**src/sv/key_debounce_event_fifo_unit_defines.svh**
```systemverilog
// assertion macros for the key debounce event fifo block
// used by sv/key_debounce_event_fifo_unit.sv, no other dependencies
`ifndef KEY_DEBOUNCE_EVENT_FIFO_UNIT_DEFINES_SVH
`define KEY_DEBOUNCE_EVENT_FIFO_UNIT_DEFINES_SVH

// generic clocked assertion with explicit clock and active-low reset
`define KDEF_ASSERT_CLK(label, clk, rstn, prop, msg) \
  label: assert property (@(posedge clk) disable iff (!rstn) prop) else $error(msg);

// assertion on the block clock and reset
`define KDEF_ASSERT(label, prop, msg) \
  `KDEF_ASSERT_CLK(label, clk_i, rst_ni, prop, msg)

`endif

```
**src/sv/kdef_pkg.sv**
```systemverilog
// types, constants and helpers of the key debounce event fifo block
// no dependencies; used by key_debounce_event_fifo_unit
`timescale 1ns / 1ps

package kdef_pkg;

  localparam int NUM_KEYS   = 4;
  localparam int FIFO_DEPTH = 16;

  localparam int KEY_W  = (NUM_KEYS > 1) ? $clog2(NUM_KEYS) : 1;
  localparam int PTR_W  = $clog2(FIFO_DEPTH);
  localparam int CODE_W = 6;
  localparam int KIND_W = 3;

  localparam int FILT_W = 7;
  localparam int DBC_W  = 8;
  localparam int LONG_W = 16;
  localparam int REP_W  = 8;

  localparam int CFG_IDX_W  = 3;
  localparam int CFG_DATA_W = 16;

  // register defaults after reset
  localparam logic              FAST_RESET   = 1'b0;
  localparam logic [FILT_W-1:0] FILTER_RESET = 7'd5;
  localparam logic [LONG_W-1:0] LONG_RESET   = 16'd100;
  localparam logic [REP_W-1:0]  REPEAT_RESET = 8'd0;
  localparam logic [DBC_W-1:0]  DBC_RESET    = DBC_W'(FILTER_RESET / 2);

  // configuration register indexes
  localparam logic [CFG_IDX_W-1:0] CFG_FAST_MODE   = 3'd0;
  localparam logic [CFG_IDX_W-1:0] CFG_FILTER      = 3'd1;
  localparam logic [CFG_IDX_W-1:0] CFG_LONG        = 3'd2;
  localparam logic [CFG_IDX_W-1:0] CFG_REPEAT      = 3'd3;
  localparam logic [CFG_IDX_W-1:0] CFG_ACTIVE_MASK = 3'd4;

  typedef enum logic [KIND_W-1:0] {
    KIND_SCAN    = 3'd0,
    KIND_POP_A   = 3'd1,
    KIND_POP_B   = 3'd2,
    KIND_PUSH    = 3'd3,
    KIND_CLEAR_A = 3'd4
  } kind_e;

  // event code offsets: code = 3 * key + offset
  localparam logic [1:0] EVT_DOWN = 2'd1;
  localparam logic [1:0] EVT_UP   = 2'd2;
  localparam logic [1:0] EVT_LONG = 2'd3;

  typedef struct packed {
    logic [KIND_W-1:0]   kind;
    logic [NUM_KEYS-1:0] key_levels;
    logic [CODE_W-1:0]   push_code;
  } in_item_t;

  typedef struct packed {
    logic [CODE_W-1:0]   key_code;
    logic [NUM_KEYS-1:0] pressed_mask;
  } out_item_t;

  function automatic logic [CODE_W-1:0] evt_code(input logic [KEY_W-1:0] key,
                                                 input logic [1:0] offset);
    return CODE_W'(3 * int'(key) + int'(offset));
  endfunction

  function automatic logic [PTR_W-1:0] ptr_next(input logic [PTR_W-1:0] p);
    return (p == PTR_W'(FIFO_DEPTH - 1)) ? '0 : p + PTR_W'(1);
  endfunction

endpackage

```
**src/sv/key_debounce_event_fifo_unit.sv**
```systemverilog
// key_debounce_event_fifo_unit: how the block is used
// input channel (in_valid_i / in_stall_o / in_data_i) carries one command per
// transfer: scan tick with raw key levels, pop reader a, pop reader b, push a
// code, or clear reader a. every command gives exactly one result transfer on
// the output channel (out_valid_o / out_stall_i / out_data_o): the popped
// code (0 when that reader sees an empty ring or the command is not a pop)
// and the pressed state of every key after the command.
// a scan walks the keys one per cycle through a single shared key-update
// unit; only the one key that is down can emit two events in a step, and
// its second event then takes an extra S_PUSH2 step on the single ring
// write port before the walk goes on. a scan loads its result in S_DONE
// after the last key step; any other command goes straight to S_DONE.
// the next command is taken once the block is back in S_IDLE.
// in_stall_o is high from the input transfer until the result is loaded;
// the next command is taken while that result still waits for its transfer.
// a stalled receiver holds the output register; a finished command then
// waits in its last step, so no result is lost or overwritten.
// reset restores register defaults, clears keys and ring pointers; ring
// contents stay, a reader never reaches an unwritten slot.
// configuration writes (cfg_we_i) are registered and apply to every later scan or key step, also within a running scan.
`timescale 1ns / 1ps

`include "key_debounce_event_fifo_unit_defines.svh"

module key_debounce_event_fifo_unit (
  input  logic                                clk_i,
  input  logic                                rst_ni,
  input  logic                                in_valid_i,
  output logic                                in_stall_o,
  input  kdef_pkg::in_item_t                  in_data_i,
  output logic                                out_valid_o,
  input  logic                                out_stall_i,
  output kdef_pkg::out_item_t                 out_data_o,
  input  logic                                cfg_we_i,
  input  logic [kdef_pkg::CFG_IDX_W-1:0]      cfg_index_i,
  input  logic [kdef_pkg::CFG_DATA_W-1:0]     cfg_data_i
);

  typedef enum logic [1:0] {
    S_IDLE,
    S_KEY,
    S_PUSH2,
    S_DONE
  } state_e;

  // configuration registers
  logic                              fast_q;
  logic [kdef_pkg::FILT_W-1:0]       filt_q;
  logic [kdef_pkg::LONG_W-1:0]       long_q;
  logic [kdef_pkg::REP_W-1:0]        rep_ticks_q;
  logic [kdef_pkg::NUM_KEYS-1:0]     act_mask_q;

  // sequencer and per-key state
  state_e                            state_q;
  logic [kdef_pkg::KEY_W-1:0]        k_q;
  logic [kdef_pkg::NUM_KEYS-1:0]     down_q;
  logic [kdef_pkg::NUM_KEYS-1:0]     pf_q;
  logic [kdef_pkg::DBC_W-1:0]        dbc_q  [kdef_pkg::NUM_KEYS];
  logic [kdef_pkg::LONG_W-1:0]       hold_q [kdef_pkg::NUM_KEYS];
  logic [kdef_pkg::REP_W-1:0]        rep_q  [kdef_pkg::NUM_KEYS];
  logic [kdef_pkg::CODE_W-1:0]       code2_q;
  logic                              pop_hit_q;
  logic                              out_valid_q;
  kdef_pkg::out_item_t               out_data_q;

  // ring pointers and storage
  logic [kdef_pkg::PTR_W-1:0]        wp_q;
  logic [kdef_pkg::PTR_W-1:0]        rpa_q;
  logic [kdef_pkg::PTR_W-1:0]        rpb_q;
  logic [kdef_pkg::CODE_W-1:0]       ring_q [kdef_pkg::FIFO_DEPTH];
  logic [kdef_pkg::CODE_W-1:0]       rd_data_q;

  logic                              in_accept;
  logic                              last_key;
  logic [kdef_pkg::NUM_KEYS-1:0]     act_vec;
  logic [kdef_pkg::NUM_KEYS-1:0]     down_d;

  // shared key-update unit outputs
  logic [kdef_pkg::DBC_W-1:0]        key_dbc_d;
  logic                              key_pf_d;
  logic [kdef_pkg::LONG_W-1:0]       key_hold_d;
  logic [kdef_pkg::REP_W-1:0]        key_rep_d;
  logic                              push_a;
  logic                              push_b;
  logic [kdef_pkg::CODE_W-1:0]       code_a;
  logic [kdef_pkg::CODE_W-1:0]       code_b;

  // ring write and read port
  logic                              ring_we;
  logic [kdef_pkg::CODE_W-1:0]       ring_wdata;
  logic [kdef_pkg::PTR_W-1:0]        rd_addr;

  assign in_stall_o  = (state_q != S_IDLE);
  assign in_accept   = in_valid_i && !in_stall_o;
  assign out_valid_o = out_valid_q;
  assign out_data_o  = out_data_q;
  assign last_key    = (k_q == kdef_pkg::KEY_W'(kdef_pkg::NUM_KEYS - 1));

  // a key is down only when it is the single active key of the scan
  assign act_vec = ~(in_data_i.key_levels ^ act_mask_q);
  assign down_d  = ((act_vec != '0) && ((act_vec & (act_vec - 1'b1)) == '0)) ? act_vec : '0;

  // configuration write port
  always_ff @(posedge clk_i or negedge rst_ni) begin
    if (!rst_ni) begin
      fast_q      <= kdef_pkg::FAST_RESET;
      filt_q      <= kdef_pkg::FILTER_RESET;
      long_q      <= kdef_pkg::LONG_RESET;
      rep_ticks_q <= kdef_pkg::REPEAT_RESET;
      act_mask_q  <= '0;
    end else if (cfg_we_i) begin
      case (cfg_index_i)
        kdef_pkg::CFG_FAST_MODE:   fast_q      <= cfg_data_i[0];
        kdef_pkg::CFG_FILTER:      filt_q      <= cfg_data_i[kdef_pkg::FILT_W-1:0];
        kdef_pkg::CFG_LONG:        long_q      <= cfg_data_i[kdef_pkg::LONG_W-1:0];
        kdef_pkg::CFG_REPEAT:      rep_ticks_q <= cfg_data_i[kdef_pkg::REP_W-1:0];
        kdef_pkg::CFG_ACTIVE_MASK: act_mask_q  <= cfg_data_i[kdef_pkg::NUM_KEYS-1:0];
        default: ;
      endcase
    end
  end

  // shared key-update unit: debounce, press/release edges, long press, repeat
  always_comb begin
    logic                        down;
    logic                        do_held;
    logic                        do_release;
    logic [kdef_pkg::DBC_W-1:0]  dbc;
    logic [kdef_pkg::DBC_W-1:0]  filt8;
    logic [kdef_pkg::DBC_W-1:0]  filt2;
    logic [kdef_pkg::LONG_W-1:0] hold_inc;
    logic [kdef_pkg::REP_W-1:0]  rep_inc;

    down       = down_q[k_q];
    dbc        = dbc_q[k_q];
    filt8      = kdef_pkg::DBC_W'(filt_q);
    filt2      = {filt_q, 1'b0};
    hold_inc   = hold_q[k_q] + 1'b1;
    rep_inc    = rep_q[k_q] + 1'b1;
    do_held    = 1'b0;
    do_release = 1'b0;

    key_dbc_d  = dbc;
    key_pf_d   = pf_q[k_q];
    key_hold_d = hold_q[k_q];
    key_rep_d  = rep_q[k_q];
    push_a     = 1'b0;
    push_b     = 1'b0;
    code_a     = kdef_pkg::evt_code(k_q, kdef_pkg::EVT_DOWN);
    code_b     = kdef_pkg::evt_code(k_q, kdef_pkg::EVT_LONG);

    if (down) begin
      if (fast_q) begin
        do_held = 1'b1;
      end else if (dbc < filt8) begin
        key_dbc_d = filt8;
      end else if (dbc < filt2) begin
        key_dbc_d = dbc + 1'b1;
      end else begin
        do_held = 1'b1;
      end
    end else begin
      if (fast_q) begin
        do_release = 1'b1;
      end else if (dbc > filt8) begin
        key_dbc_d = filt8;
      end else if (dbc != '0) begin
        key_dbc_d = dbc - 1'b1;
      end else begin
        do_release = 1'b1;
      end
      key_hold_d = '0;
      key_rep_d  = '0;
    end

    if (do_held) begin
      if (!pf_q[k_q]) begin
        key_pf_d = 1'b1;
        push_a   = 1'b1;
      end
      if (long_q != '0) begin
        if (hold_q[k_q] < long_q) begin
          key_hold_d = hold_inc;
          push_b     = (hold_inc == long_q);
        end else if (rep_ticks_q != '0) begin
          key_rep_d = rep_inc;
          if (rep_inc >= rep_ticks_q) begin
            key_rep_d = '0;
            push_b    = 1'b1;
            code_b    = kdef_pkg::evt_code(k_q, kdef_pkg::EVT_DOWN);
          end
        end
      end
    end

    if (do_release && pf_q[k_q]) begin
      key_pf_d = 1'b0;
      push_a   = 1'b1;
      code_a   = kdef_pkg::evt_code(k_q, kdef_pkg::EVT_UP);
    end
  end

  // single ring write port: push command, first and second event of a key step
  always_comb begin
    ring_we    = 1'b0;
    ring_wdata = in_data_i.push_code;
    case (state_q)
      S_IDLE: begin
        ring_we = in_accept && (in_data_i.kind == kdef_pkg::KIND_PUSH);
      end
      S_KEY: begin
        ring_we    = push_a || push_b;
        ring_wdata = push_a ? code_a : code_b;
      end
      S_PUSH2: begin
        ring_we    = 1'b1;
        ring_wdata = code2_q;
      end
      default: ;
    endcase
  end

  assign rd_addr = (in_data_i.kind == kdef_pkg::KIND_POP_B) ? rpb_q : rpa_q;

  // ring storage with registered read
  always_ff @(posedge clk_i) begin
    if (ring_we) begin
      ring_q[wp_q] <= ring_wdata;
    end
    if (in_accept) begin
      rd_data_q <= ring_q[rd_addr];
    end
  end

  // sequencer, key state, pointers and output register
  always_ff @(posedge clk_i or negedge rst_ni) begin
    if (!rst_ni) begin
      state_q     <= S_IDLE;
      k_q         <= '0;
      down_q      <= '0;
      pf_q        <= '0;
      for (int i = 0; i < kdef_pkg::NUM_KEYS; i++) begin
        dbc_q[i]  <= kdef_pkg::DBC_RESET;
        hold_q[i] <= '0;
        rep_q[i]  <= '0;
      end
      code2_q     <= '0;
      pop_hit_q   <= 1'b0;
      wp_q        <= '0;
      rpa_q       <= '0;
      rpb_q       <= '0;
      out_valid_q <= 1'b0;
      out_data_q  <= '0;
    end else begin
      if (out_valid_q && !out_stall_i) begin
        out_valid_q <= 1'b0;
      end
      if (ring_we) begin
        wp_q <= kdef_pkg::ptr_next(wp_q);
      end

      case (state_q)
        S_IDLE: begin
          if (in_accept) begin
            pop_hit_q <= 1'b0;
            state_q   <= S_DONE;
            case (in_data_i.kind)
              kdef_pkg::KIND_SCAN: begin
                down_q  <= down_d;
                k_q     <= '0;
                state_q <= S_KEY;
              end
              kdef_pkg::KIND_POP_A: begin
                if (rpa_q != wp_q) begin
                  rpa_q     <= kdef_pkg::ptr_next(rpa_q);
                  pop_hit_q <= 1'b1;
                end
              end
              kdef_pkg::KIND_POP_B: begin
                if (rpb_q != wp_q) begin
                  rpb_q     <= kdef_pkg::ptr_next(rpb_q);
                  pop_hit_q <= 1'b1;
                end
              end
              kdef_pkg::KIND_CLEAR_A: begin
                rpa_q <= wp_q;
              end
              default: ;  // push handled on the ring port, unused kinds do nothing
            endcase
          end
        end

        S_KEY: begin
          dbc_q[k_q]  <= key_dbc_d;
          pf_q[k_q]   <= key_pf_d;
          hold_q[k_q] <= key_hold_d;
          rep_q[k_q]  <= key_rep_d;
          if (push_a && push_b) begin
            // second event of this key goes out on the next cycle
            code2_q <= code_b;
            state_q <= S_PUSH2;
          end else if (last_key) begin
            k_q     <= '0;
            state_q <= S_DONE;
          end else begin
            k_q <= k_q + 1'b1;
          end
        end

        S_PUSH2: begin
          if (last_key) begin
            k_q     <= '0;
            state_q <= S_DONE;
          end else begin
            k_q     <= k_q + 1'b1;
            state_q <= S_KEY;
          end
        end

        S_DONE: begin
          if (!out_valid_q || !out_stall_i) begin
            out_valid_q             <= 1'b1;
            out_data_q.key_code     <= pop_hit_q ? rd_data_q : '0;
            out_data_q.pressed_mask <= pf_q;
            state_q                 <= S_IDLE;
          end
        end

        default: state_q <= S_IDLE;
      endcase
    end
  end

  // a second event slot only ever follows a key step
  `KDEF_ASSERT(a_push2_after_key, (state_q == S_PUSH2) |-> $past(state_q == S_KEY), "push2 without key step")
  // a new result only comes from the final sequencer step
  `KDEF_ASSERT(a_result_from_done, $rose(out_valid_q) |-> $past(state_q == S_DONE), "result outside done step")
  // clearing reader a leaves it empty
  `KDEF_ASSERT(a_clear_empties_a, (in_accept && (in_data_i.kind == kdef_pkg::KIND_CLEAR_A)) |=> (rpa_q == wp_q), "reader a not empty after clear")
  // key walk always restarts from key zero
  `KDEF_ASSERT(a_key_idx_idle, (state_q == S_IDLE) |-> (k_q == '0), "key index not cleared")

endmodule
```
**config.mk**
```make
export PLATFORM = sky130hd
export DESIGN_NAME = key_debounce_event_fifo_unit
export DESIGN_NICKNAME = d
export VERILOG_FILES = /design/src/sv/kdef_pkg.sv /design/src/sv/key_debounce_event_fifo_unit.sv
export VERILOG_INCLUDE_DIRS = /design/src /design/src/sv
export SDC_FILE = /design/constraint.sdc
export NUM_CORES = 1
export LEC_CHECK = 0
export BUFFER_PORTS_ARGS = -buffer_cell sky130_fd_sc_hd__buf_2
export CAP_MARGIN = 0
export CORE_ASPECT_RATIO = 0.9
export CORE_UTILIZATION = 60
export CTS_BUF_LIST = sky130_fd_sc_hd__clkbuf_8
export DETAILED_ROUTE_END_ITERATION = 16
export MAX_ROUTING_LAYER = met4
export PLACE_DENSITY = 0.73
export REMOVE_ABC_BUFFERS = 1
export SLEW_MARGIN = 40
export SYNTH_ARGS = -nofsm -noshare
export SYNTH_HDL_FRONTEND = slang
export SYNTH_SLANG_ARGS = --single-unit
```
**constraint.sdc**
```tcl
create_clock -name clk_i -period 7.75 [get_ports clk_i]
set_input_delay 1.55 -clock clk_i [delete_from_list [all_inputs] [get_ports clk_i]]
set_output_delay 1.55 -clock clk_i [all_outputs]
set_load 0.01 [all_outputs]
```
==> Word level (Yosys, flattened, before mapping) <==
Memory sizes are Yosys's and may differ from the RTL's. A register that Yosys moved wholly into a read port is not among the register bits.
Index checks and enable logic that the tools add are counted.
{ "classes": {"eq_ne": 24, "mul": 1, "order_cmp": 9, "add_sub_neg": 12, "reduce_logical": 37, "muxes": 95, "bitwise_logic": 4} }
{ "op_table": {"columns": ["op", "n"], "rows": [
  ["$mux W8", 18],
  ["$mux W16", 7],
  ["$bwmux W32", 2],
  ["$bwmux W64", 1],
  ["$mux W6", 8],
  ["$bmux W16 S2", 1],
  ["$bmux W8 S2", 2],
  ["$demux W16 S2", 1],
  ["$mux W1", 28],
  ["$mux W4", 6],
  ["$mux W2", 10],
  ["$add A16 B1 Y16 const B", 1],
  ["$add A8 B1 Y8 const B", 2],
  ["$demux W8 S2", 1],
  ["$eq A16 B16 Y1", 1],
  ["$lt A16 B16 Y1", 1],
  ["$reduce_and A2 Y1", 8],
  ["$reduce_bool A16 Y1", 1],
  ["$reduce_bool A8 Y1", 2],
  ["$add A4 B1 Y4 const B", 3],
  ["$eq A3 B2 Y1 const B", 4],
  ["$eq A4 B4 Y1 const B", 3],
  ["$pmux W6 S2", 1],
  ["$reduce_and A4 Y1", 3],
  ["45 further kinds", 67]
]} }
{ "word_totals": {"ff_bits": 206, "mem_count": 1, "out_inout_bits": 12, "mem_bits_rw": 96, "word_cells": 212, "in_bits": 37} }
{ "memory_table": {"columns": ["memory", "depth", "width", "read_ports", "rd_ports_with_merged_regs", "write_ports", "line_no", "rtl"], "rows": [
  ["ring_q", 16, 6, 1, 1, 1, "key_debounce_event_fifo_unit.sv:70", "logic [kdef_pkg::CODE_W-1:0] ring_q [kdef_pkg::FIFO_DEPTH];"]
]} }

==> Depth between registers and ports, before layout <==
{ "depth": {"depth_word": 15, "ltp_mapped": 18, "depth_no_buf": 13} }

==> Worst setup path before layout <==
No wires, ideal clock.
{ "synth_timing": {"path_type": "reg-to-reg", "start": "register k_q[0] (netlist name)", "end": "memory ring_q[0][1] (netlist name), data pin", "period_less_slack_ns": 4.901, "required_time_ns": 7.409, "n_path_buf": 4, "setup_slack_ns": 2.849, "arrival_ns": 4.560, "setup_ns": 0.341, "path_stages_with_launch": 18, "path_cell_list": "dfrtp_1 buf_6 buf_6 buf_2 mux4_2 clkbuf_1 inv_1 ha_1 and4b_1 a2111oi_0 o21ai_1 a21oi_2 nor2_1 nand3_1 o21ai_1 mux2i_1 xor2_1 o31ai_1"} }
{ "synth_between": {"elab_chain_len": 13, "elab_cells_between_ends": 45, "cone_classes": "4 x add/sub; 1 x mul; 5 x order compare; 32 x mux; 1 x bitwise; 2 x reduce/logical"} }
{ "synth_rtl": {"columns": ["item", "line_no", "rtl"], "rows": [
  ["start: declaration", "key_debounce_event_fifo_unit.sv:55", "logic [kdef_pkg::KEY_W-1:0] k_q;"],
  ["start signal: assignment", "key_debounce_event_fifo_unit.sv:306", "k_q <= k_q + 1'b1;"],
  ["start signal: assignment", "key_debounce_event_fifo_unit.sv:315", "k_q <= k_q + 1'b1;"],
  ["$not A2 Y3 (not written as such)", "key_debounce_event_fifo_unit.sv:135, key_debounce_event_fifo_unit.sv:139, key_debounce_event_fifo_unit.sv:182", null],
  ["$bmux W8 S2 (on tied branches)", "key_debounce_event_fifo_unit.sv:139, key_debounce_event_fifo_unit.sv:135", null],
  ["$mux W8 (on tied branches) (2 in a row)", "key_debounce_event_fifo_unit.sv:139, key_debounce_event_fifo_unit.sv:135", null],
  ["$add A8 B1 Y8, or another cell as far along", "key_debounce_event_fifo_unit.sv:139", "rep_inc = rep_q[k_q] + 1'b1;"],
  ["$ge A8 B8 Y1, or another cell as far along", "key_debounce_event_fifo_unit.sv:187", "if (rep_inc >= rep_ticks_q) begin"],
  ["$mux W6, or another cell as far along", "key_debounce_event_fifo_unit.sv:187", null],
  ["$mux W6, or another cell as far along", "key_debounce_event_fifo_unit.sv:185", "end else if (rep_ticks_q != '0) begin"],
  ["$mux W6 / $mux W1 (equally long branches)", "key_debounce_event_fifo_unit.sv:182, key_debounce_event_fifo_unit.sv:152", null],
  ["$mux W6, or another cell as far along", "key_debounce_event_fifo_unit.sv:181", "if (long_q != '0) begin"],
  ["$mux W6, or another cell as far along", "key_debounce_event_fifo_unit.sv:176", "if (do_held) begin"],
  ["$mux W6 (*)", "key_debounce_event_fifo_unit.sv:213", "ring_wdata = push_a ? code_a : code_b;"],
  ["$pmux W6 S2 (*)", "key_debounce_event_fifo_unit.sv:207", "case (state_q)"],
  ["via ring_wdata, one bit", "key_debounce_event_fifo_unit.sv:90", "logic [kdef_pkg::CODE_W-1:0] ring_wdata;"],
  ["end: declaration", "key_debounce_event_fifo_unit.sv:70", null]
]} }
The timed path passes the listed nets; every way through them passes the cells marked *. The select of a mux whose other input is x is not followed.

==> Worst setup path after layout <==
{ "layout_timing": {"start": "register k_q[0] (netlist name)", "end": "memory ring_q[14][2] (netlist name), data pin"} }
Same word-level chain as after synthesis.

==> flow_summary_export.csv <==
group,metric,value,unit
status,status,"finished, final reports clean",
floorplanning,fp-row-count,56,
floorplanning,start_util,61.2,%
cts,clock_path_buffers,3,
final_layout,final_cell_count_no_fill,1934,
final_layout,n_antenna_cell,0,
synth,ys.flop_type,"dfrtp_1",
synth,synth_compound_area_share,15.1,%
timing,period_minus_slack,5.37,ns
global_routing,first_global_vias,11723,
final_layout,final_area,17600,µm²
cts,clock_sinks,307,
floorplanning,fp.dieW,174,µm
critical_path,critPathCaptureType,"flop",
global_routing,grt_pass1_wl,60900,µm
global_routing,grt_max_degree,78,
placement,place_inst,1842,
cts,cts_hold_buf,0,
synth,synth_xor_area_share,2.90,%
critical_path,critPathBufInv,2,
critical_path,r2r_end,"ring_q[14][2]$_DFFE_PP_",
drt,ant_nets,0,
critical_path,r2r-start,"k_q[0]$_DFFE_PN0P_",
timing,tns,0,ns
min_path,whs_endpoint,"out_data_o[8]$_DFFE_PN0P_",
placement,placedInstanceArea,16500,µm²
timing,timing.fmax,0.186,GHz
timing,tightest_slew,0.788,ns
global_routing,antenna_found_initial,1,
critical_path,slowest_delay,0.68,ns
drt,post_drt_wl_per_cell,19.4,µm
final_layout,final_nets,1643,
critical_path,path_class,"flop to flop",
cts,cts_tree,"done",
floorplanning,die_area,27300,µm²
run,maxCapViolCount,0,
final_layout,drive_gt1_share,16.3,%
final_layout,fillers,1964,
floorplanning,io_pins,49,
cts,ctsResizeCount,0,
synth,ys_ff_latch,307,
drt,vias,11956,
cts,clkTransAtPathRegs,0.07,ns
cts,root_buffer,"clkbuf_8",
cts,htreeDepth,2,
global_routing,grt_usage,29.1,%
min_path,min_delay_path_depth,2,
placement,io_buffer_count,48,
synth,async_flop_share,66.8,%
synth,yosysWarnings,0,
synth,yosys.area_share.simple,14.1,%
cts,cts_made_buffers,49,
min_path,min_path_type,"flop to flop",
timing,fin_hold_ws,0.480,ns
timing,setup_violations,0,
placement,routabilityCongestion,0.936,
final_layout,final_cell_mix,"dfrtp_1 (194), nor2_1 (185), a21oi_1 (168)",
cts,clkLatencyLatePin,0.58,ns
final_layout,final_common_cell,"dfrtp_1",
critical_path,worstSetupStartpointType,"flop",
final_layout,area_delta_synth_final,10.2,%
synth,syn-cell-area,16000,µm²
timing,fin_crit_sh,69.3,%
synth,synth_cell_type_count,85,
floorplanning,core_area,26100,µm²
critical_path,crit_path_top_delay_cell,"a31oi_2",
synth,synth_adder_area_share,4.77,%
critical_path,path_cells,"buf_4, mux4_2, inv_1, ha_1, and4b_1, a2111oi_0, o21ai_1, a21oi_2, nor2_1, nand3_1, nor2_1, o21ai_0, o21ai_0, a31oi_2",
critical_path,crit_required,8.01,ns
critical_path,reg2regPathDepth,14,
drt,drt_iter0_drc,888,
timing,drv_slew,0,
timing,rsz0062_at_grt,"false",
critical_path,crit_arrival,5.63,ns
drt,drc,0,
critical_path,cp_top_family,"compound AO/OA/AOI/OAI gates",
placement,dp.final_hpwl,25100,µm
power_and_ir_drop,power_per_cell_area,486,nW/µm²
synth,yosys-mux-area-fraction,8.21,%
power_and_ir_drop,vdd_drop_max,0.253,mV
drt,drt-total-wl,37500,µm
drt,avgViaCountPerCell,6.18,
timing,finalClockSkew,0.0260,ns
critical_path,ff2ff_setup_slack,2.38,ns
drt,firstDrtPassIters,7,
synth,synth_cells,1513,
timing,slew_headroom,47.3,%
cts,post-cts-setup-buffer-count,0,
min_path,hold_path_startpoint,"out_data_o[8]$_DFFE_PN0P_",
floorplanning,die-height,157,µm
synth,yosysSeqAreaShare,51.3,%
global_routing,grt_overflow_total,0,
synth,synth_edf_count,102,
critical_path,cp_max_fo,16,
synth,syn_area_per_cell,10.6,µm²
power_and_ir_drop,leakagePower,7.15,nW
synth,synth_top_family_by_area,"compound AO/OA/AOI/OAI gates",
timing,hold_viol,0,
routing by layer:
layer / global-route usage [%] / vias up / routed length [µm]
met4: 8.35 / 0 / 716
met1: 41.3 / 5941 / 17200
met5: - / - / 0
met3: 4.66 / 63 / 2480
met2: 43.7 / 401 / 17100
li1: - / 5551 / -
where the power goes:
group	total (mW)	switching (mW)	internal [mW]
Combinational	4.27	2.61	1.66
Sequential	2.80	0.418	2.38
Clock	1.50	0.645	0.852
Total	8.56	3.68	4.89
kinds of logic after synthesis:
kind of cell,after synthesis
xor+xnor,53
fa+ha+maj,61
simple gates,484
compound gates,388
mux,85
buf+inv,135
flops,307
layout make-up:
| class | count | area (µm²) | share of cell area, % |
|---|---|---|---|
| tap | 348 | 435 | 2.47 |
| timing repair buffer | 64 | 377 | 2.14 |
| sequential | 307 | 8210 | 46.6 |
| clock buffer | 58 | 798 | 4.53 |
| inverter | 52 | 195 | 1.11 |
| clock inverter | 34 | 280 | 1.59 |
| multi-input combinational | 1071 | 7320 | 41.6 |
metrics by stage:
step	setup WS (ns)	total power [mW]	util, %
2_1_floorplan	1.97	5.83	-
3_3_place_gp	2.26	6.82	63.0
3_5_place_dp	2.24	7.00	63.1
4_1_cts	2.25	8.52	67.3
5_1_grt	1.83	9.19	67.4
6_report	2.38	8.56	67.4
how the worst max path moves through the flow:
stage                        from                 endpoint  slack [ns]  depth (start not counted)
5_1_grt        k_q[0]$_DFFE_PN0P_  ring_q[14][2]$_DFFE_PP_        1.83                         14
6_report       k_q[0]$_DFFE_PN0P_  ring_q[14][2]$_DFFE_PP_        2.38                         14
4_1_cts        k_q[0]$_DFFE_PN0P_   ring_q[1][5]$_DFFE_PP_        2.25                         13
2_1_floorplan  k_q[0]$_DFFE_PN0P_   ring_q[0][1]$_DFFE_PP_        1.97                         12
3_3_place_gp   k_q[0]$_DFFE_PN0P_  ring_q[11][2]$_DFFE_PP_        2.26                         14
3_5_place_dp   k_q[0]$_DFFE_PN0P_   ring_q[1][0]$_DFFE_PP_        2.24                         13
tightest hold or removal path, stage by stage, from the launching register on:
cell,delay [ns]
dfrtp_1,0.34
nand2_1,0.04
o21ai_0,0.06
sequential cells by signal (all words and copies together), names as in the netlist:
signal / flops
ring_q: 96
hold_q: 64
dbc_q: 32
rep_q: 32
long_q: 16
out_data_o: 10
rep_ticks_q: 8
filt_q: 7
rd_data_q: 6
code2_q: 5
act_mask_q: 4
down_q: 4
pf_q: 4
rpa_q: 4
rpb_q: 4
wp_q: 4
k_q: 2
state_q: 2
fast_q: 1
out_valid_o: 1
pop_hit_q: 1
cells in the mapped netlist, types with 4 or more instances:
master    instances  share of area, %
dfrtp_1         196                31
nor2_1          189               4.4
a21oi_1         168               5.3
nand2_1         139               3.3
edfxtp_1        102                19
clkbuf_1         61               1.4
ha_1             61               4.8
o21ai_0          61               1.9
inv_1            51               1.2
xnor2_1          40               2.2
mux2_2           38               2.7
a211oi_1         33               1.5
mux4_2           33               4.6
and2_1           31               1.2
nand3_1          30              0.94
a31oi_1          27               1.1
nor3_1           20              0.63
a311oi_1         14              0.77
mux2i_1          13              0.81
xor2_1           13              0.71
buf_2            11              0.34
nor4_1           11              0.43
a21o_1           10              0.47
a22oi_1          10              0.47
nand4_1          10              0.39
and3_1            9              0.35
dfstp_2           9               1.5
o31a_1            9              0.49
o21ai_1           8              0.25
nand2b_1          7              0.27
nor2b_1           7              0.27
o21a_1            5              0.23
a211o_1           4              0.22
buf_6             4              0.28
o211ai_1          4              0.19
o31ai_1           4              0.19
(Power assumes the default switching activity.)
